## config.mk

```make
export PLATFORM = sky130hd
export DESIGN_NAME = f25sq_carry
export DESIGN_NICKNAME = d
export VERILOG_FILES = /design/src/rtl/field25519_square_carry_assert.svh /design/src/rtl/f25sq_pkg.sv /design/src/rtl/f25sq_carry.sv
export SDC_FILE = /design/constraint.sdc
export NUM_CORES = 2
export LEC_CHECK = 0
export BUFFER_PORTS_ARGS = -buffer_cell sky130_fd_sc_hd__buf_2
export CAP_MARGIN = 20
export CORE_MARGIN = 5
export CORE_UTILIZATION = 50
export CTS_CLUSTER_SIZE = 8
export DETAILED_ROUTE_END_ITERATION = 7
export HOLD_SLACK_MARGIN = 0.15
export MAX_ROUTING_LAYER = met4
export PLACE_DENSITY = 0.7
export SETUP_SLACK_MARGIN = 0.3
export SLEW_MARGIN = 5
export SYNTH_ARGS = -nofsm -noshare
export SYNTH_HDL_FRONTEND = slang
export SYNTH_SLANG_ARGS = --single-unit
```

## constraint.sdc

```tcl
create_clock -name clk -period 13.5 [get_ports clk]
set_input_delay 0 -clock clk [delete_from_list [all_inputs] [get_ports clk]]
set_output_delay 0 -clock clk [all_outputs]
set_load 0.02 [all_outputs]
```

## src/rtl/field25519_square_carry_assert.svh

```systemverilog
// Assertion macros shared by the field squaring pipeline.
`ifndef FIELD25519_SQUARE_CARRY_ASSERT_SVH
`define FIELD25519_SQUARE_CARRY_ASSERT_SVH

// Check a property on every clock edge outside reset.
`define F25SQ_ASSERT(lbl, prop, msg) \
	lbl: assert property (@(posedge clk) disable iff (!arst_n) prop) else $error(msg);

// Check a property on every clock edge, reset included.
`define F25SQ_ASSERT_ALWAYS(lbl, prop, msg) \
	lbl: assert property (@(posedge clk) prop) else $error(msg);

`endif

```

## src/rtl/f25sq_pkg.sv

```systemverilog
// Shared types, constants and index helpers for the field squaring pipeline.
package f25sq_pkg;

	localparam int NLIMBS = 10;
	localparam int NPAIRS = NLIMBS * (NLIMBS + 1) / 2;
	localparam int LIMB_W = 28;
	localparam int PROD_W = 2 * LIMB_W;
	localparam int ACC_W = 64;
	localparam int CARRY_W = ACC_W - 25;
	localparam logic [ACC_W-1:0] FOLD_FACTOR = 64'h13;
	localparam logic [ACC_W-1:0] MASK26 = 64'h3ffffff;
	localparam logic [ACC_W-1:0] MASK25 = 64'h1ffffff;

	typedef logic [LIMB_W-1:0] limb_t;
	typedef logic [PROD_W-1:0] prod_t;
	typedef logic [ACC_W-1:0] acc_t;
	typedef logic [CARRY_W-1:0] carry_t;

	// Pipeline advance control shared by all stages.
	typedef struct packed {
		logic adv;
	} pipe_ctl_t;

	// Flat index of the unordered limb pair (i, j) with i <= j.
	function automatic int pair_idx(input int i, input int j);
		return i * (2 * NLIMBS - 1 - i) / 2 + j;
	endfunction

	// Column weight of a pair: symmetric doubling, odd-odd doubling, wrap fold.
	function automatic int pair_weight(input int i, input int j);
		int w;
		w = (i == j) ? 1 : 2;
		if ((i % 2 == 1) && (j % 2 == 1))
			w = w * 2;
		if (i + j >= NLIMBS)
			w = w * 19;
		return w;
	endfunction

endpackage

```

## src/rtl/f25sq_carry.sv

```systemverilog
// Carry chain over the columns and the fold of the top carry (stages 4 to 6).
module f25sq_carry import f25sq_pkg::*; (
	input  logic        clk,
	input  logic        arst_n,
	input  pipe_ctl_t   ctl,
	input  logic        valid_in,
	input  acc_t        col [NLIMBS],
	output logic        valid_s6,
	output logic [25:0] r0_s6,
	output logic [24:0] r1_s6,
	output logic [26:0] r2_s6,
	output logic [24:0] r3_s6,
	output logic [25:0] r4_s6,
	output logic [24:0] r5_s6,
	output logic [25:0] r6_s6,
	output logic [24:0] r7_s6,
	output logic [25:0] r8_s6,
	output logic [24:0] r9_s6
);

	logic        valid_s4, valid_s5;
	logic [25:0] r0_s4, r0_s5, r2_s4, r2_s5;
	logic [24:0] r1_s4, r1_s5, r3_s4, r3_s5;
	logic [25:0] r4_s5, r6_s5;
	logic [24:0] r5_s5, r7_s5;
	carry_t      c_s4, c_s5;
	acc_t        hi_s4 [6];
	acc_t        hi_s5 [2];

	acc_t   a0, a1, a2, a3, a4, a5, a6, a7, a8, a9;
	acc_t   f0, f1;
	logic [26:0] f2;

	// Carry through limbs 0 to 3
	always_comb begin
		a0 = col[0];
		a1 = col[1] + (a0 >> 26);
		a2 = col[2] + (a1 >> 25);
		a3 = col[3] + (a2 >> 26);
	end

	// Carry through limbs 4 to 7
	always_comb begin
		a4 = hi_s4[0] + ACC_W'(c_s4);
		a5 = hi_s4[1] + (a4 >> 26);
		a6 = hi_s4[2] + (a5 >> 25);
		a7 = hi_s4[3] + (a6 >> 26);
	end

	// Carry through limbs 8 and 9, fold the top carry times 19, settle limbs 0 to 2
	always_comb begin
		a8 = hi_s5[0] + ACC_W'(c_s5);
		a9 = hi_s5[1] + (a8 >> 26);
		f0 = ACC_W'(r0_s5) + (a9 >> 25) * FOLD_FACTOR;
		f1 = ACC_W'(r1_s5) + (f0 >> 26);
		f2 = 27'(ACC_W'(r2_s5) + (f1 >> 25));
	end

	always_ff @(posedge clk or negedge arst_n) begin
		if (!arst_n) begin
			valid_s4 <= 1'b0;
			valid_s5 <= 1'b0;
			valid_s6 <= 1'b0;
		end else if (ctl.adv) begin
			valid_s4 <= valid_in;
			valid_s5 <= valid_s4;
			valid_s6 <= valid_s5;
		end
	end

	always_ff @(posedge clk) begin
		if (ctl.adv) begin
			// stage 4
			r0_s4 <= 26'(a0 & MASK26);
			r1_s4 <= 25'(a1 & MASK25);
			r2_s4 <= 26'(a2 & MASK26);
			r3_s4 <= 25'(a3 & MASK25);
			c_s4  <= CARRY_W'(a3 >> 25);
			for (int k = 0; k < 6; k++)
				hi_s4[k] <= col[k + 4];
			// stage 5
			r0_s5 <= r0_s4;
			r1_s5 <= r1_s4;
			r2_s5 <= r2_s4;
			r3_s5 <= r3_s4;
			r4_s5 <= 26'(a4 & MASK26);
			r5_s5 <= 25'(a5 & MASK25);
			r6_s5 <= 26'(a6 & MASK26);
			r7_s5 <= 25'(a7 & MASK25);
			c_s5  <= CARRY_W'(a7 >> 25);
			hi_s5[0] <= hi_s4[4];
			hi_s5[1] <= hi_s4[5];
			// stage 6
			r0_s6 <= 26'(f0 & MASK26);
			r1_s6 <= 25'(f1 & MASK25);
			r2_s6 <= f2;
			r3_s6 <= r3_s5;
			r4_s6 <= r4_s5;
			r5_s6 <= r5_s5;
			r6_s6 <= r6_s5;
			r7_s6 <= r7_s5;
			r8_s6 <= 26'(a8 & MASK26);
			r9_s6 <= 25'(a9 & MASK25);
		end
	end

endmodule

```

==> impl_metrics.tcl <==
set metrics [dict create \
    status "finished clean" \
    final_common_cell "edfxtp_1" \
    grt_pass1_vias 49600 \
    power.internal_uw 9160 \
    synth.distinct_cells 95 \
    syn-num-nets 6158 \
    vias_per_cell 5.53 \
    worst_slew_pin_slew_ns 1.04 \
    drive_gt1_frac 0.177 \
    netlist_area_sq_um 62000 \
    synth-main-ff-cell "edfxtp_1" \
    yosysSeqAreaShare 0.559 \
    grt_pass1_wl_mm 293 \
    post-dp-hpwl_mm 142 \
    fmax_mhz 78.9 \
    crit_path_start_kind "register" \
    cts_root_buf "clkbuf_16" \
    clk_latency_ns 0.79 \
    crit_buf_inv 4 \
    cts_tree "done" \
    slowest_delay_ns 0.61 \
    cts_buffer_depth 3 \
    drv_cap 0 \
    grt_max_degree 191 \
    synth.avg_cell_area_sq_um 12.4 \
    die_w_microns 362 \
    synth-edff-count 1152 \
    routabilityCongestion 0.970 \
    grt-ovfl-total 0 \
    p_leak_uw 0.0356 \
    antenna_found_initial 68 \
    fin_hold_ws_ns 0.206 \
    hold_class "in2reg" \
    worst_setup_path_end_kind "register" \
    fp.coreArea_sq_um 123000 \
    relSlewSlack 0.304 \
    path_clk_slew_ns 0.05 \
    dieArea_sq_um 131000 \
    clkPwrFrac 0.268 \
    setup_tns_ns 0 \
    ys.warnings.count 0 \
    ff2ff_setup_slack_ns 0.83 \
    critPathMaxFanout 13 \
    pwr-share-seq 0.364 \
    p_sw_frac 0.341 \
    vias 49300 \
    setup_viol 0 \
    fin_nets 8357 \
    cp_slowest_cell "a2111oi_0" \
    ys_ff_latch 1155 \
    clock-sinks 1155 \
    crit_cells 46 \
    layout_common_cells "edfxtp_1 (1,152), dlygate4sd3_1 (1,149), buf_2 (899)" \
    rows 129 \
    power_density_nw_per_um2 162 \
    fin_skew_ns 0.0541 \
    path_class "reg2reg" \
    hold_violations 0 \
    critPathRequiredTime_ns 14.00 \
    slew_viol_final 0 \
    first_iter_violations 4510 \
    wl_mm 198 \
    area_growth_pct 37.9 \
    fin_crit_sh 0.939 \
    port-buffer-count 900 \
    grtUsageTotal 0.301 \
    htree_levels 4 \
    ios 901 \
    antenna_left 0 \
    hold_depth 6 \
    p_switching_uw 4730 \
    synthCells 4982 \
    crit_arrival_ns 13.18 \
    start_util 0.502 \
    async_reset_ff_frac 0.00260 \
    rsz0062_at_grt "yes" \
    peakVddDrop_v 0.000194 \
    cts_buffers 164 \
    drtPass1Iterations 6 \
    die_h_microns 362 \
    cp_top_family "compound AO/OA/AOI/OAI gates" \
    period_needed_ns 12.67 \
    n_fill_cell 8564 \
    comb_power_share 0.367 \
    worstRegToRegCells 46 \
    wl_per_cell_microns 22.2 \
    drc 0 \
]
-- routing by layer --
layer  share of wire  GRT usage
met5               0          -
met4           0.053      0.139
met3           0.073     0.0629
met2            0.48      0.493
met1            0.39      0.361
-- cells in the mapped netlist, types with 7 or more instances --
master / n / share of area
clkbuf_1: 60 / 0.0036
o21ai_0: 181 / 0.015
nor4b_1: 10 / 0.0014
xnor2_1: 362 / 0.051
a21o_1: 231 / 0.028
nand2b_1: 60 / 0.0061
o2111ai_1: 8 / 0.0011
buf_2: 7 / 0.00057
and2_1: 25 / 0.0025
nor3_1: 88 / 0.0071
nor2b_1: 57 / 0.0058
a31o_2: 11 / 0.0016
a31oi_1: 46 / 0.0046
and3_1: 84 / 0.0085
nand4_1: 57 / 0.0058
o211ai_1: 26 / 0.0031
o21a_1: 49 / 0.0059
edfxtp_1: 1152 / 0.56
nor3b_1: 20 / 0.0024
or2_2: 9 / 0.00091
xor2_1: 268 / 0.038
nand3b_1: 8 / 0.00097
a211oi_1: 25 / 0.0030
o31ai_1: 8 / 0.00097
fa_1: 69 / 0.022
o21bai_1: 62 / 0.0075
nand2_1: 269 / 0.016
ha_1: 463 / 0.093
o31a_1: 7 / 0.00099
nand3_1: 126 / 0.010
a21boi_0: 9 / 0.0011
or3_1: 17 / 0.0017
inv_1: 337 / 0.020
and4_1: 16 / 0.0023
nor2_1: 243 / 0.015
a221oi_1: 12 / 0.0017
a21oi_1: 353 / 0.028
nor4_1: 20 / 0.0020
a41oi_1: 8 / 0.0011
-- worst reg2reg max path, delay by kind of cell (launching register included) --
kind	cells	cell delay, ns
AOI/OAI and AO/OA	27	7.15
and+or+nand+nor	7	1.77
adders and majority gates	4	1.52
xor gates and xnor gates	4	0.75
buffers and inverters	4	0.74
DFF	1	0.47
-- cells by family (layout without fill, tap and decap cells) --
group,after synthesis,after routing,share of synthesized area
flops,1155,1155,0.559
fa+ha+maj,532,532,0.116
mux,4,4,0.000706
xor+xnor,631,631,0.0893
other cells,0,64,0
buf+inv,409,2633,0.0253
simple gates,1128,1128,0.0920
compound gates,1123,1123,0.118
-- worst paths after layout --
check | to | startpoint
max in group asynchronous | valid_s4 | arst_n
min | r2_s4[12] | col[639]
min reg2reg | hi_s5[0][5] | hi_s4[4][5]
min in group asynchronous | valid_s4 | arst_n
max reg2reg | c_s5[38] | c_s4[1]
max | c_s5[38] | c_s4[1]
-- layout make-up --
cell class	count	area [sq um]	share of cell area
multi-input combinational	3418	26400	0.308
clock inverter	21	377	0.00440
clock buffer	170	4130	0.0483
inverter	337	1260	0.0148
timing repair buffer	2105	16500	0.193
antenna	64	160	0.00187
sequential	1155	34700	0.405
tap	1637	2050	0.0240
-- power groups by stage --
stage	clock (uW)	combinational, uW	sequential (uW)
after floorplan	0	2810	5250
after global routing	3960	5560	5100
after detailed placement	0	4450	5110
after global placement	0	4410	5090
after CTS	3750	4880	5050
final	3730	5100	5060
-- state kept, by name, indices dropped and copies added (netlist names), 27 cells and up --
register and cells:
c_s4 39, c_s5 39, hi_s4 384, hi_s5 128, r2_s6 27
-- per-stage QoR --
stage / setup WS, ns / cells / utilization / area (sq um) / total power, uW
4_1_cts: 0.311 / 8829 / 0.686 / 84700 / 13700
6_report: 0.826 / 8907 / 0.692 / 85500 / 13900
3_3_place_gp: 0.309 / 7488 / 0.556 / 68600 / 9510
3_5_place_dp: 0.00405 / 7489 / 0.556 / 68600 / 9560
5_1_grt: 0.164 / 8903 / 0.692 / 85500 / 14600
2_1_floorplan: 1.69 / 4982 / - / 62000 / 8060
-- timing repair --
action                     4_1_cts  5_1_grt
pin swaps                        0       36
setup endpoints to repair       17       64
buffers inserted                 0       14
resized for setup               17      100
hold buffers                  1149        0
hold endpoints to repair       636        0
No activity file was read; power rests on OpenSTA's default activity.
